==> config.mk <==
export PLATFORM = sky130hd
export DESIGN_NAME = intel_hex_record_decoder
export DESIGN_NICKNAME = d
export VERILOG_FILES = /design/src/rtl/ihex_pkg.sv /design/src/rtl/intel_hex_record_decoder.sv /design/src/rtl/ihex_in_reg.sv /design/src/rtl/ihex_core.sv /design/src/rtl/ihex_out_reg.sv
export SDC_FILE = /design/constraint.sdc
export NUM_CORES = 1
export LEC_CHECK = 0
export ABC_AREA = 1
export BUFFER_PORTS_ARGS = -buffer_cell sky130_fd_sc_hd__buf_2
export CAP_MARGIN = 20
export CORE_MARGIN = 3
export CORE_UTILIZATION = 50
export CTS_CLUSTER_SIZE = 8
export DETAILED_ROUTE_END_ITERATION = 10
export HOLD_SLACK_MARGIN = 0.02
export PLACE_DENSITY = 0.67
export SLEW_MARGIN = 15
export SYNTH_ARGS = -nofsm -noshare
export SYNTH_HDL_FRONTEND = slang
export SYNTH_SLANG_ARGS = --single-unit
==> constraint.sdc <==
create_clock -name clk -period 3.9 [get_ports clk]
set_clock_uncertainty 0.05 [all_clocks]
set_input_delay 0.195 -clock clk [delete_from_list [all_inputs] [get_ports clk]]
set_output_delay 0.195 -clock clk [all_outputs]
set_load 0.1 [all_outputs]
==> src/rtl/ihex_pkg.sv <==
// Shared types, constants and helpers for the Intel HEX record decoder.
// Depends on nothing; used by ihex_core, ihex_out_reg and intel_hex_record_decoder.
`timescale 1ns / 1ps

package ihex_pkg;

  localparam int ADDR_WIDTH = 32;

  localparam logic [7:0] CHAR_COLON = 8'h3A;
  localparam logic [7:0] CHAR_LF    = 8'h0A;

  localparam logic [2:0] KIND_WRITE  = 3'd0;
  localparam logic [2:0] KIND_GOOD   = 3'd1;
  localparam logic [2:0] KIND_CKSERR = 3'd2;
  localparam logic [2:0] KIND_EOF    = 3'd3;
  localparam logic [2:0] KIND_FMTERR = 3'd4;

  localparam logic [7:0] REC_DATA    = 8'h00;
  localparam logic [7:0] REC_EOF     = 8'h01;
  localparam logic [7:0] REC_SEGMENT = 8'h02;
  localparam logic [7:0] REC_LINEAR  = 8'h04;

  typedef struct packed {
    logic        valid;
    logic [2:0]  kind;
    logic [31:0] address;
    logic [7:0]  data;
  } res_t;

  // {ok, nibble}; ok is low for anything but 0-9, A-F, a-f
  function automatic logic [4:0] hex_decode(input logic [7:0] c);
    logic [4:0] r;
    r = 5'd0;
    if (c >= 8'h30 && c <= 8'h39) begin
      r = {1'b1, 4'(c - 8'h30)};
    end else if (c >= 8'h41 && c <= 8'h46) begin
      r = {1'b1, 4'(c - 8'h37)};
    end else if (c >= 8'h61 && c <= 8'h66) begin
      r = {1'b1, 4'(c - 8'h57)};
    end
    return r;
  endfunction

endpackage

==> src/rtl/intel_hex_record_decoder.sv <==
// Intel HEX record decoder, top level: input register, parser, output register.
// A character is held in the input register, parsed combinationally, and its result is captured in the output register.
// Throughput: one character per cycle, set by the single-pass parser update, unless a result waits on result_stall.
// Reset (rst, synchronous): clears parser state, base address and the valid bits of both registers.
// Depends on ihex_pkg, ihex_in_reg, ihex_core, ihex_out_reg.
`timescale 1ns / 1ps

module intel_hex_record_decoder (
  input  logic        clk,
  input  logic        rst,
  input  logic        char_valid,
  output logic        char_stall,
  input  logic [7:0]  char_in,
  output logic        result_valid,
  input  logic        result_stall,
  output logic [2:0]  kind,
  output logic [31:0] address,
  output logic [7:0]  data
);

  logic           held_valid;
  logic [7:0]     held_char;
  logic           take;
  logic           out_can_take;
  ihex_pkg::res_t res;

  ihex_in_reg u_in (
    .clk        (clk),
    .rst        (rst),
    .char_valid (char_valid),
    .char_stall (char_stall),
    .char_in    (char_in),
    .take       (take),
    .held_valid (held_valid),
    .held_char  (held_char)
  );

  ihex_core u_core (
    .clk          (clk),
    .rst          (rst),
    .held_valid   (held_valid),
    .held_char    (held_char),
    .out_can_take (out_can_take),
    .take         (take),
    .res          (res)
  );

  ihex_out_reg u_out (
    .clk          (clk),
    .rst          (rst),
    .res          (res),
    .out_can_take (out_can_take),
    .result_valid (result_valid),
    .result_stall (result_stall),
    .kind         (kind),
    .address      (address),
    .data         (data)
  );

endmodule

==> src/rtl/ihex_in_reg.sv <==
// Input register for the character stream.
// Depends on nothing; instantiated by intel_hex_record_decoder.
`timescale 1ns / 1ps

module ihex_in_reg (
  input  logic       clk,
  input  logic       rst,
  input  logic       char_valid,
  output logic       char_stall,
  input  logic [7:0] char_in,
  input  logic       take,
  output logic       held_valid,
  output logic [7:0] held_char
);

  assign char_stall = held_valid && !take;

  always_ff @(posedge clk) begin
    if (rst) begin
      held_valid <= 1'b0;
    end else if (!char_stall) begin
      held_valid <= char_valid;
    end
  end

  always_ff @(posedge clk) begin
    if (!char_stall && char_valid) begin
      held_char <= char_in;
    end
  end

endmodule

==> src/rtl/ihex_core.sv <==
// Record parser: decoder state and single-pass next-state logic per character.
// Depends on ihex_pkg.
`timescale 1ns / 1ps

module ihex_core (
  input  logic              clk,
  input  logic              rst,
  input  logic              held_valid,
  input  logic [7:0]        held_char,
  input  logic              out_can_take,
  output logic              take,
  output ihex_pkg::res_t    res
);

  typedef enum logic [2:0] {
    PH_WAIT = 3'd0,
    PH_SKIP = 3'd1,
    PH_LEN  = 3'd2,
    PH_OFS  = 3'd3,
    PH_TYPE = 3'd4,
    PH_DATA = 3'd5,
    PH_CKS  = 3'd6,
    PH_TAIL = 3'd7
  } phase_t;

  localparam int AW = ihex_pkg::ADDR_WIDTH;

  phase_t          phase, phase_next;
  logic            nibble_pending, nibble_pending_next;
  logic [3:0]      high_nibble, high_nibble_next;
  logic [7:0]      byte_index, byte_index_next;
  logic [7:0]      record_length, record_length_next;
  logic [15:0]     record_offset, record_offset_next;
  logic [7:0]      record_type, record_type_next;
  logic [15:0]     extension_value, extension_value_next;
  logic [AW-1:0]   base_address, base_address_next;
  logic [AW-1:0]   write_address, write_address_next;
  logic [7:0]      running_sum, running_sum_next;
  logic            halted, halted_next;

  logic [4:0]      hx;
  logic [7:0]      b;
  logic [7:0]      idx_inc;
  logic            fire;
  ihex_pkg::res_t  r;

  assign hx      = ihex_pkg::hex_decode(held_char);
  assign b       = {high_nibble, hx[3:0]};
  assign idx_inc = byte_index + 8'd1;

  always_comb begin
    phase_next           = phase;
    nibble_pending_next  = nibble_pending;
    high_nibble_next     = high_nibble;
    byte_index_next      = byte_index;
    record_length_next   = record_length;
    record_offset_next   = record_offset;
    record_type_next     = record_type;
    extension_value_next = extension_value;
    base_address_next    = base_address;
    write_address_next   = write_address;
    running_sum_next     = running_sum;
    halted_next          = halted;
    r                    = '0;

    if (!halted) begin
      unique case (phase)
        PH_WAIT: begin
          if (held_char == ihex_pkg::CHAR_COLON) begin
            phase_next          = PH_LEN;
            nibble_pending_next = 1'b0;
            high_nibble_next    = 4'd0;
            byte_index_next     = 8'd0;
            record_length_next  = 8'd0;
            record_offset_next  = 16'd0;
            record_type_next    = 8'd0;
            running_sum_next    = 8'd0;
          end else if (held_char != ihex_pkg::CHAR_LF) begin
            phase_next = PH_SKIP;
          end
        end
        PH_SKIP, PH_TAIL: begin
          if (held_char == ihex_pkg::CHAR_LF) begin
            phase_next = PH_WAIT;
          end
        end
        default: begin
          if (!hx[4]) begin
            halted_next = 1'b1;
            r.valid     = 1'b1;
            r.kind      = ihex_pkg::KIND_FMTERR;
          end else if (!nibble_pending) begin
            high_nibble_next    = hx[3:0];
            nibble_pending_next = 1'b1;
          end else begin
            nibble_pending_next = 1'b0;
            running_sum_next    = running_sum + b;
            unique case (phase)
              PH_LEN: begin
                record_length_next = b;
                byte_index_next    = 8'd0;
                phase_next         = PH_OFS;
              end
              PH_OFS: begin
                record_offset_next = {record_offset[7:0], b};
                byte_index_next    = idx_inc;
                if (idx_inc >= 8'd2) begin
                  byte_index_next = 8'd0;
                  phase_next      = PH_TYPE;
                end
              end
              PH_TYPE: begin
                record_type_next     = b;
                write_address_next   = base_address + AW'(record_offset);
                extension_value_next = 16'd0;
                byte_index_next      = 8'd0;
                phase_next           = (record_length != 8'd0) ? PH_DATA : PH_CKS;
              end
              PH_DATA: begin
                if (record_type == ihex_pkg::REC_DATA) begin
                  r.valid            = 1'b1;
                  r.kind             = ihex_pkg::KIND_WRITE;
                  r.address          = 32'(write_address);
                  r.data             = b;
                  write_address_next = write_address + AW'(1);
                end else begin
                  extension_value_next = {extension_value[7:0], b};
                end
                byte_index_next = idx_inc;
                if (idx_inc >= record_length) begin
                  phase_next = PH_CKS;
                end
              end
              default: begin
                phase_next = PH_TAIL;
                r.valid    = 1'b1;
                if (running_sum_next != 8'd0) begin
                  halted_next = 1'b1;
                  r.kind      = ihex_pkg::KIND_CKSERR;
                end else if (record_type == ihex_pkg::REC_EOF) begin
                  halted_next = 1'b1;
                  r.kind      = ihex_pkg::KIND_EOF;
                end else begin
                  r.kind = ihex_pkg::KIND_GOOD;
                  if (record_type == ihex_pkg::REC_SEGMENT) begin
                    base_address_next = AW'({extension_value, 4'd0});
                  end else if (record_type == ihex_pkg::REC_LINEAR) begin
                    base_address_next = AW'({extension_value, 16'd0});
                  end
                end
              end
            endcase
          end
        end
      endcase
    end
  end

  assign fire = held_valid && (!r.valid || out_can_take);
  assign take = fire;

  always_comb begin
    res       = r;
    res.valid = r.valid && fire;
  end

  always_ff @(posedge clk) begin
    if (rst) begin
      phase           <= PH_WAIT;
      nibble_pending  <= 1'b0;
      high_nibble     <= 4'd0;
      byte_index      <= 8'd0;
      record_length   <= 8'd0;
      record_offset   <= 16'd0;
      record_type     <= 8'd0;
      extension_value <= 16'd0;
      base_address    <= '0;
      write_address   <= '0;
      running_sum     <= 8'd0;
      halted          <= 1'b0;
    end else if (fire) begin
      phase           <= phase_next;
      nibble_pending  <= nibble_pending_next;
      high_nibble     <= high_nibble_next;
      byte_index      <= byte_index_next;
      record_length   <= record_length_next;
      record_offset   <= record_offset_next;
      record_type     <= record_type_next;
      extension_value <= extension_value_next;
      base_address    <= base_address_next;
      write_address   <= write_address_next;
      running_sum     <= running_sum_next;
      halted          <= halted_next;
    end
  end

  a_halt_sticky: assert property (@(posedge clk) disable iff (rst)
    halted |=> halted) else $error("halted cleared without reset");

  a_write_in_data: assert property (@(posedge clk) disable iff (rst)
    res.valid && res.kind == ihex_pkg::KIND_WRITE |-> phase == PH_DATA)
    else $error("data write outside data phase");

  a_fmterr_halts: assert property (@(posedge clk) disable iff (rst)
    res.valid && res.kind == ihex_pkg::KIND_FMTERR |=> halted)
    else $error("format error did not halt");

  a_no_result_halted: assert property (@(posedge clk) disable iff (rst)
    halted |-> !res.valid) else $error("result while halted");

endmodule

==> src/rtl/ihex_out_reg.sv <==
// Output register holding one result word until the consumer takes it.
// Depends on ihex_pkg.
`timescale 1ns / 1ps

module ihex_out_reg (
  input  logic            clk,
  input  logic            rst,
  input  ihex_pkg::res_t  res,
  output logic            out_can_take,
  output logic            result_valid,
  input  logic            result_stall,
  output logic [2:0]      kind,
  output logic [31:0]     address,
  output logic [7:0]      data
);

  assign out_can_take = !result_valid || !result_stall;

  always_ff @(posedge clk) begin
    if (rst) begin
      result_valid <= 1'b0;
    end else if (out_can_take) begin
      result_valid <= res.valid;
    end
  end

  always_ff @(posedge clk) begin
    if (out_can_take && res.valid) begin
      kind    <= res.kind;
      address <= res.address;
      data    <= res.data;
    end
  end

endmodule

# After elaboration in Yosys (flattened, before gate mapping)
# Index checks and enable logic that the tools add are counted.
# word_totals
reg_bits,190
inputBits,12
output_inout_bits,45
wordCells,178
# classes
add_sub_neg,7
order_cmp,8
eq_ne,20
mux,66
n_bitwise,10
n_reduce_logical,48
# ops
op,n
44-bit two-way mux,4
32-bit two-way mux,3
8-bit two-way mux,12
16-bit two-way mux,5
40-bit two-way mux,2
16-bit case mux with 2 select lines,2
32-bit case mux with 2 select lines,1
8-bit case mux with 2 select lines,4
7-bit AND reduction,6
32-bit by 1-bit adder with 32-bit output (second input constant),1
32-bit by 16-bit adder with 32-bit output,1
3-bit two-way mux,8
8-bit case mux with 3 select lines,1
8-bit by 7-bit >= comparator with 1-bit output (second input constant),2
8-bit by 7-bit <= comparator with 1-bit output (second input constant),2
4-bit two-way mux,4
4-bit case mux with 2 select lines,2
8-bit nonzero test,2
5-bit two-way mux,3
2-bit nonzero test,7
3-bit case mux with 4 select lines,1
6-bit AND reduction,2
1-bit two-way mux,10
1-bit NOT,10
other kinds (39),64

# Depth between registers and ports, before layout
# Gate-level depths: netlist (run 1).
# depth
word_depth,20
ltp_mapped,25
depth_no_buf,24

# Cells and area by module
# Synthesis (run 1) repeated with hierarchy kept, for this count alone.
# hier_totals
hier_cells,1743
hier_area_um2,11345.9
# by_module_without_submodules
module,instances,cells_per_inst,area_per_inst_um2,seq_area_each_um2
ihex_core,1,1680,9724.3,2662.6
ihex_out_reg,1,48,1335.0,1311.3
ihex_in_reg,1,15,286.5,260.2

# Worst setup path before layout (run 1)
# Ideal clock, no wire load.
# synth_timing
path_kind,reg-to-reg
start,register u_in.held_char[0]
end,register u_core.base_address[22]
setup_ps,64
t_arrival_ps,3260
t_required_ps,3786
path_slack_ps,526
path_stages_with_launch,22
n_path_buf,1
synth_period_minus_slack_ps,3374
cell_sequence,edfxtp_1 -> inv_1 -> ha_1 -> o21ai_1 -> nand2_1 -> nand2_1 -> o21ai_0 -> ha_1 -> inv_1 -> fa_1 -> inv_1 -> or2_2 -> nor2_1 -> nand3_1 -> nor2_1 -> nand3_1 -> nor2_4 -> nand2_4 -> inv_2 -> buf_4 -> nor2_1 -> nor2_1
# synth_between
word_cells_on_any_way,25
classes_between,add/sub: 4; order compare: 6; mux: 6; bitwise: 1; reduce/logical: 8
# synth_lines
item,line_no,source
from (decl),ihex_in_reg.sv:13,output logic [7:0] held_char
from (signal assigned),ihex_in_reg.sv:28,held_char <= char_in;
8-bit by 7-bit >= comparator with 1-bit output / 8-bit by 7-bit <= comparator with 1-bit output (equally long branches),ihex_pkg.sv:38,end else if (c >= 8'h61 && c <= 8'h66) begin
1-bit logical AND,ihex_pkg.sv:38,
5-bit two-way mux,ihex_pkg.sv:38,
5-bit two-way mux,ihex_pkg.sv:36,end else if (c >= 8'h41 && c <= 8'h46) begin
5-bit two-way mux *,ihex_pkg.sv:34,if (c >= 8'h30 && c <= 8'h39) begin
named net u_core.hx[0],ihex_core.sv:41,logic [4:0] hx;
8-bit adder *,ihex_core.sv:97,running_sum_next = running_sum + b;
8-bit nonzero test *,ihex_core.sv:137,if (running_sum_next != 8'd0) begin
1-bit NOT (no source line) *,n/a,
9-bit AND reduction (no source line) *,n/a,
to (signal assigned),ihex_core.sv:190,base_address <= base_address_next;
to (decl),ihex_core.sv:36,"logic [AW-1:0] base_address, base_address_next;"
# Mark *: on every way through the listed nets, which the timed path passes. The rest lies on a longest branch.
# A chain may end at the register's enable or synchronous reset.

# Final worst setup path (run 1)
# layout_timing
start,register u_in.held_char[0]
end,register u_core.base_address[10]
# The elaborated chain is that of the path after synthesis.

==> summary.txt, run 1 <==
Outcome
  • Outcome: finished clean

Timing
  • Unrepaired setup endpoints after global routing: no
  • Final cycle utilization of the critical path: 92.03%
  • Setup TNS: 0 ns
  • Final Hold Viols: 0
  • Pins Over Slew Limit: 0
  • Final setup viols: 0
  • F_max: 0.2786 GHz
  • Max_slew headroom: 40.75%
  • Worst slew pin tran: 0.8840 ns
  • Min cycle time layout: 3.589 ns

Floorplan
  • Core Area: 20620 um2
  • Die W: 152.1 um
  • Die Height: 152.1 um
  • Initial Utilization: 51.77%
  • Rows: 52
  • I/O pin cnt: 57
  • Die area: 23140 um2

Drt
  • Routed wire length: 29.04 mm
  • DRT antenna net count: 0
  • DRC: 0
  • DR vias: 10104
  • Via/cell ratio: 5.374
  • DR WL/cell: 15.45 um
  • Initial DRC Count: 812
  • Initial DRT Pass Iterations: 5

Place
  • Port Buffers: 56
  • GPL Wtd Cong: 0.8993
  • DPL Wire Length: 21.23 mm

Logic synthesis
  • Yosys reg bits: 186
  • Yosys top cell area share: 25.31%
  • Yosys cell types: 44
  • Dominant cell type by area after synthesis: dfxtp_1
  • Synth Instances: 1545
  • Synth warn: 0
  • Avg Inst Size Synth: 6.910 um2
  • Synthesized net count: 1595
  • Syn Std Cell Area: 10680 um2
  • Synth area leaders: dfxtp_1 25%, edfxtp_1 14%, nand2_1 14%
  • Register area share after synthesis: 39.66%

Cells and area
  • Synthesis-to-layout area growth: 11.79%
  • Fin util: 57.87%
  • # fillers: 2022
  • Share of layout cells above drive strength 1: 9.627%
  • Layout Nets: 1647
  • # diodes: 0
  • Area of the multi-input gates: 5574 um2
  • Storage cell area: 4234 um2

Critical path
  • Crit path largest cell delay: 0.47 ns
  • Reg2Reg Depth: 20
  • Worst Path Required: 4.23 ns
  • Critical R2R Launch: u_in.held_char[0]$_DFFE_PP_
  • Reg2reg end: u_core.base_address[10]$_SDFFE_PP0P_
  • CP Class: flip-flop to flip-flop
  • CP endpoint: u_core.base_address[10]$_SDFFE_PP0P_
  • Data arrival, critical path: 3.92 ns
  • Slowest stage cell, crit path: fa_1
  • Crit path cell chain: inv_1, ha_1, o21ai_1, nand2_1, nand2_1, o21ai_2, ha_2, inv_1, fa_1, inv_1, or2_2, nor2_1, nand3_1, nor2_2, nand3_1, nor2_4, nand2_4, inv_6, nor2_1, nor2_1
  • Endpoint type of the worst setup path: flip-flop
  • Crit. Startpoint: u_in.held_char[0]$_DFFE_PP_
  • Worst setup SP type: flip-flop
  • Reg2reg setup slack: 0.31 ns
  • Crit Path Max Fanout: 12

Pwr
  • Leak pwr: 0.004993 uW
  • PwrDens: 356.6 nW/um2
  • Clk pwr share: 41.6%
  • Maximum VDD drop: 305.3 uV
  • Switching fraction of total power: 28.68%
  • Switching pwr: 1220 uW
  • Internal power: 3035 uW
  • Reg power frac: 47.6%
  • Logic gate share of total power: 10.8%

Clocking
  • Post CTS Setup Buffer Count: 0
  • Root buffer cell: clkbuf_16
  • Clock sinks: 186
  • CTS tree: yes
  • Worst-skew pair later-pin latency: 0.44 ns
  • CTS Buffer Depth: 2
  • Total CTS buffers: 17
  • CTS HTree Levels: 4
  • CTS clk-pin slew, worst paths: 0.07 ns

Global route
  • Pin count of the biggest net entering global routing: 76
  • Remaining global-route overflow: 0
  • GR Util All Layers: 25.12%
  • Global-route wire length before repair: 48.20 mm
  • Vias in the first global route: 9711
  • Initial antenna violation count: 0

Job
  • Max-cap violations: 0

Worst hold path
  • Worst hold path type: input pin to flip-flop
## registers in the layout, indices dropped and copies added, names as in the netlist, 16 cells and up
signal	cells
u_core.base_address	28
u_core.extension_value	16
u_core.record_offset	16
u_core.write_address	32
u_out.address	32
## power groups by stage
stage,logic [uW],clock network [uW],registers (uW)
2_1_floorplan,284,0,2130
3_3_place_gp,440,0,2070
3_5_place_dp,444,0,2070
4_1_cts,453,1800,2030
5_1_grt,508,1880,2030
6_report,458,1770,2030
## worst min path at each step
stage / from / endpoint / slack, ns / cells past startpoint
after floorplan: char_in[0] / u_in.held_char[0]$_DFFE_PP_ / 0.24 / 0
after global placement: char_in[2] / u_in.held_char[2]$_DFFE_PP_ / 0.32 / 1
after detailed placement: char_in[5] / u_in.held_char[5]$_DFFE_PP_ / 0.32 / 1
after CTS: rst / u_core.byte_index[1]$_SDFFE_PP0P_ / 0.39 / 3
after global routing: rst / u_core.phase[0]$_SDFFE_PP0P_ / 0.33 / 4
final: rst / u_core.phase[0]$_SDFFE_PP0P_ / 0.30 / 4
## layer usage
metal / share of wire, % / global-route usage [%]
met4: 3.3 / 10.27
met1: 43 / 31.71
met3: 4.9 / 3.441
met2: 49 / 43.40
met5: 0 / 0
## logic make-up after synthesis
group / count (synthesis) / synth area share (%)
mux: 3 / 0.2813
simple gates: 886 / 36.01
fa+ha+maj: 38 / 4.594
flops: 186 / 39.66
buf+inv: 219 / 8.262
compound gates: 188 / 9.141
xor+xnor: 25 / 2.051
## what timing repair did
action,4_1_cts,5_1_grt
endpoints found under the setup margin,0,26
hold buffers,10,0
gates resized for setup,0,14
endpoints found under the hold margin,10,0
## synthesized netlist by cell type, drive strengths merged
cell type  instances
xor2              19
o31ai              1
nand3b             7
o21bai             3
clkbuf            30
nor3              39
a21o               4
fa                 2
nor4               3
nor2             233
a31oi              2
or2                5
inv              165
a22oi              1
edfxtp            51
o21ai             52
nor3b              1
o22ai              1
o21a               2
a21oi            122
buf               22
dfxtp            135
xnor2              6
nand2            416
nand3            130
ha                36
mux2i              3
clkinv             2
nand4             52
## worst max-delay path: cells and delay by family, from the launching register on
family / cells / cell delay, ns
adders and majority gates: 3 / 0.88
AOI/OAI and AO/OA: 2 / 0.24
buffers and inverters: 4 / 0.46
DFF: 1 / 0.44
and+or+nand+nor: 11 / 1.45
## placed cells by master, fill, tap and decap left out, types with 4 or more instances in the layout
| cell | instances |
|---|---|
| inv_6 | 5 |
| edfxtp_1 | 51 |
| xnor2_1 | 6 |
| or2_2 | 5 |
| nand2_2 | 7 |
| nand2_1 | 406 |
| o21ai_0 | 45 |
| nor3_1 | 35 |
| nand4_1 | 51 |
| nand3b_1 | 7 |
| nor2_2 | 6 |
| buf_2 | 56 |
| clkbuf_16 | 17 |
| ha_1 | 35 |
| o21ai_1 | 6 |
| inv_2 | 12 |
| inv_8 | 4 |
| nor2_1 | 224 |
| xor2_1 | 19 |
| a21oi_1 | 121 |
| nand3_1 | 128 |
| buf_4 | 15 |
| inv_1 | 153 |
| dlygate4sd3_1 | 10 |
| dfxtp_1 | 135 |
| a21o_1 | 4 |
## per-stage QoR
step / hold WS [ns] / cells / setup WS [ns] / power (uW) / cell area, um2
after floorplan: 0.2439 / 1545 / 0.5264 / 2410 / 10680
after global placement: 0.3221 / 1837 / 0.2186 / 2509 / 11190
after detailed placement: 0.3231 / 1837 / 0.07374 / 2515 / 11190
after CTS: 0.3914 / 1879 / 0.06224 / 4278 / 11890
after global routing: 0.3304 / 1880 / 0.03410 / 4421 / 11940
final: 0.3009 / 1880 / 0.3108 / 4256 / 11940
## area by class of cell
| type | instances | share of cell area (%) |
|---|---|---|
| Inverter | 167 | 5.357 |
| Clock inverter | 15 | 1.478 |
| Multi-Input combinational cell | 1140 | 46.70 |
| Timing Repair inverter | 1 | 0.07338 |
| Timing Repair Buffer | 84 | 4.518 |
| Tap cell | 270 | 2.830 |
| Clock buffer | 17 | 3.564 |
| Sequential cell | 186 | 35.48 |
Power figures use the tool's default switching activity.
==> run 2: changes to the inputs <==
==> constraint.sdc (replaced) <==
create_clock -name clk -period 4.4 [get_ports clk]
set_clock_uncertainty 0.05 [all_clocks]
set_input_delay 0.22 -clock clk [delete_from_list [all_inputs] [get_ports clk]]
set_output_delay 0.22 -clock clk [all_outputs]
set_load 0.1 [all_outputs]
==> summary.txt, run 2 (synthesized netlist as in run 1, its figures left out) <==
Cells and area
  • # diodes: 0
  • Layout Nets: 1641
  • Share of layout cells above drive strength 1: 9.040%
  • Synthesis-to-layout area growth: 10.96%
  • Post-route cell area: 11850 um2
  • Top flop regs: u_core.write_address (32), u_out.address (32), u_core.base_address (28)
  • Most common cell after layout, fill and taps aside: nand2_1
  • Most frequent cells in the layout: 406 x nand2_1, 225 x nor2_1, 153 x inv_1

Floorplan
  • Die area: 23140 um2
  • Die W: 152.1 um
  • Initial Utilization: 51.77%
  • I/O pin cnt: 57
  • Rows: 52
  • Core Area: 20620 um2
  • Die Height: 152.1 um

Timing
  • Max_slew headroom: 43.71%
  • Final Hold Viols: 0
  • Final setup viols: 0
  • Unrepaired setup endpoints after global routing: no
  • Worst slew pin tran: 0.8398 ns
  • Min cycle time layout: 3.874 ns
  • F_max: 0.2581 GHz
  • Setup TNS: 0 ns
  • Final cycle utilization of the critical path: 88.04%
  • Pins Over Slew Limit: 0

Pwr
  • PwrDens: 320.2 nW/um2
  • Maximum VDD drop: 268.4 uV
  • Leak pwr: 0.004956 uW

Critical path
  • Crit path cell chain: inv_1, ha_1, o21ai_1, nand2_1, nand2_1, o21ai_0, ha_1, inv_1, fa_1, inv_1, or2_2, nor2_1, nand3_1, nor2_1, nand3_1, nor2_4, nand2_4, inv_2, nor2_1, nor2_1
  • Data arrival, critical path: 4.19 ns
  • CP Class: flip-flop to flip-flop
  • WP buf/inv: 4
  • Endpoint type of the worst setup path: flip-flop
  • Largest delay share family, worst path: simple AND/OR/NAND/NOR gates
  • Worst setup SP type: flip-flop
  • Worst Path Required: 4.72 ns
  • Crit Path Max Fanout: 24
  • Crit path largest cell delay: 0.47 ns
  • Most frequent CP cell: nor2_1
  • Slowest stage cell, crit path: fa_1

Global route
  • GR Util All Layers: 24.94%
  • Global-route wire length before repair: 47.88 mm
  • Pin count of the biggest net entering global routing: 76
  • Remaining global-route overflow: 0
  • Vias in the first global route: 9655
  • Initial antenna violation count: 0

Clocking
  • Post CTS Setup Buffer Count: 0
  • CTS tree: yes
  • Worst-skew pair later-pin latency: 0.43 ns
  • Total CTS buffers: 17
  • CTS clk-pin slew, worst paths: 0.08 ns
  • Clock sinks: 186
  • CTS HTree Levels: 4
  • Root buffer cell: clkbuf_16
  • CTS Buffer Depth: 2

Place
  • DPL Wire Length: 21.32 mm
  • Port Buffers: 56
  • GPL Wtd Cong: 0.9236
  • DP Area: 11140 um2

Drt
  • Initial DRC Count: 867
  • DRT antenna net count: 0
  • DRC: 0
  • Via/cell ratio: 5.445
  • Initial DRT Pass Iterations: 6
  • DR vias: 10204
  • DR WL/cell: 15.46 um
  • Routed wire length: 28.97 mm

Outcome
  • Outcome: finished clean

Job
  • Max-cap violations: 0

Worst hold path
  • Worst hold path type: input pin to flip-flop
-- run 2: routing by layer --
metal	up-vias	global-route usage, %	share of wire (%)
met5	-	0	0
met4	0	8.262	2.8
met3	53	3.328	5.3
met2	355	43.92	49
met1	4654	31.63	43
li1	5142	-	-
-- run 2: layout make-up --
cell class,count,area (um2)
fill,2012,8778
multi-input combinational,1140,5560
sequential,186,4234
inverter,167,626.9
timing repair buffer,79,475.5
clock buffer,19,464.2
tap,270,337.8
clock inverter,13,147.6
-- run 2: report_power, final --
part	internal, uW	total [uW]	switching (uW)
Clock	858	1600	738
Sequential	1780	1800	20.7
Combinational	95.7	400	304
Total	2730	3790	1060
-- run 2: stage by stage --
step / hold slack, ns / std cells / worst slack [ns] / util (%) / total power, uW
2_1_floorplan: 0.2689 / 1545 / 1.026 / - / 2136
3_3_place_gp: 0.3469 / 1833 / 0.6736 / 54.03 / 2223
3_5_place_dp: 0.3481 / 1833 / 0.5681 / 54.03 / 2226
4_1_cts: 0.02961 / 1874 / 0.5359 / 57.44 / 3803
5_1_grt: 0.04817 / 1874 / 0.1250 / 57.44 / 3933
6_report: 0.02979 / 1874 / 0.5261 / 57.44 / 3793
-- run 2: what timing repair did --
item / CTS / global route
resized for setup: 0 / 0
endpoints found under the hold margin: 9 / 0
hold buffers: 9 / 0
-- run 2: worst paths after layout --
kind,depth (start not counted),slack (ns),start,endpoint
worst min register to register,2,0.40,u_core.running_sum[2]$_SDFFE_PP0P_,u_core.running_sum[2]$_SDFFE_PP0P_
worst max register to register,20,0.53,u_in.held_char[0]$_DFFE_PP_,u_core.base_address[31]$_SDFFE_PP0P_
worst max-delay path,20,0.53,u_in.held_char[0]$_DFFE_PP_,u_core.base_address[31]$_SDFFE_PP0P_
worst min-delay path,3,0.03,result_stall,u_out.result_valid$_SDFFE_PP0P_
-- run 2: worst min-delay path, stage by stage --
cell	delay, ns
buf_2	0.10
nand2_1	0.08
a21oi_1	0.07
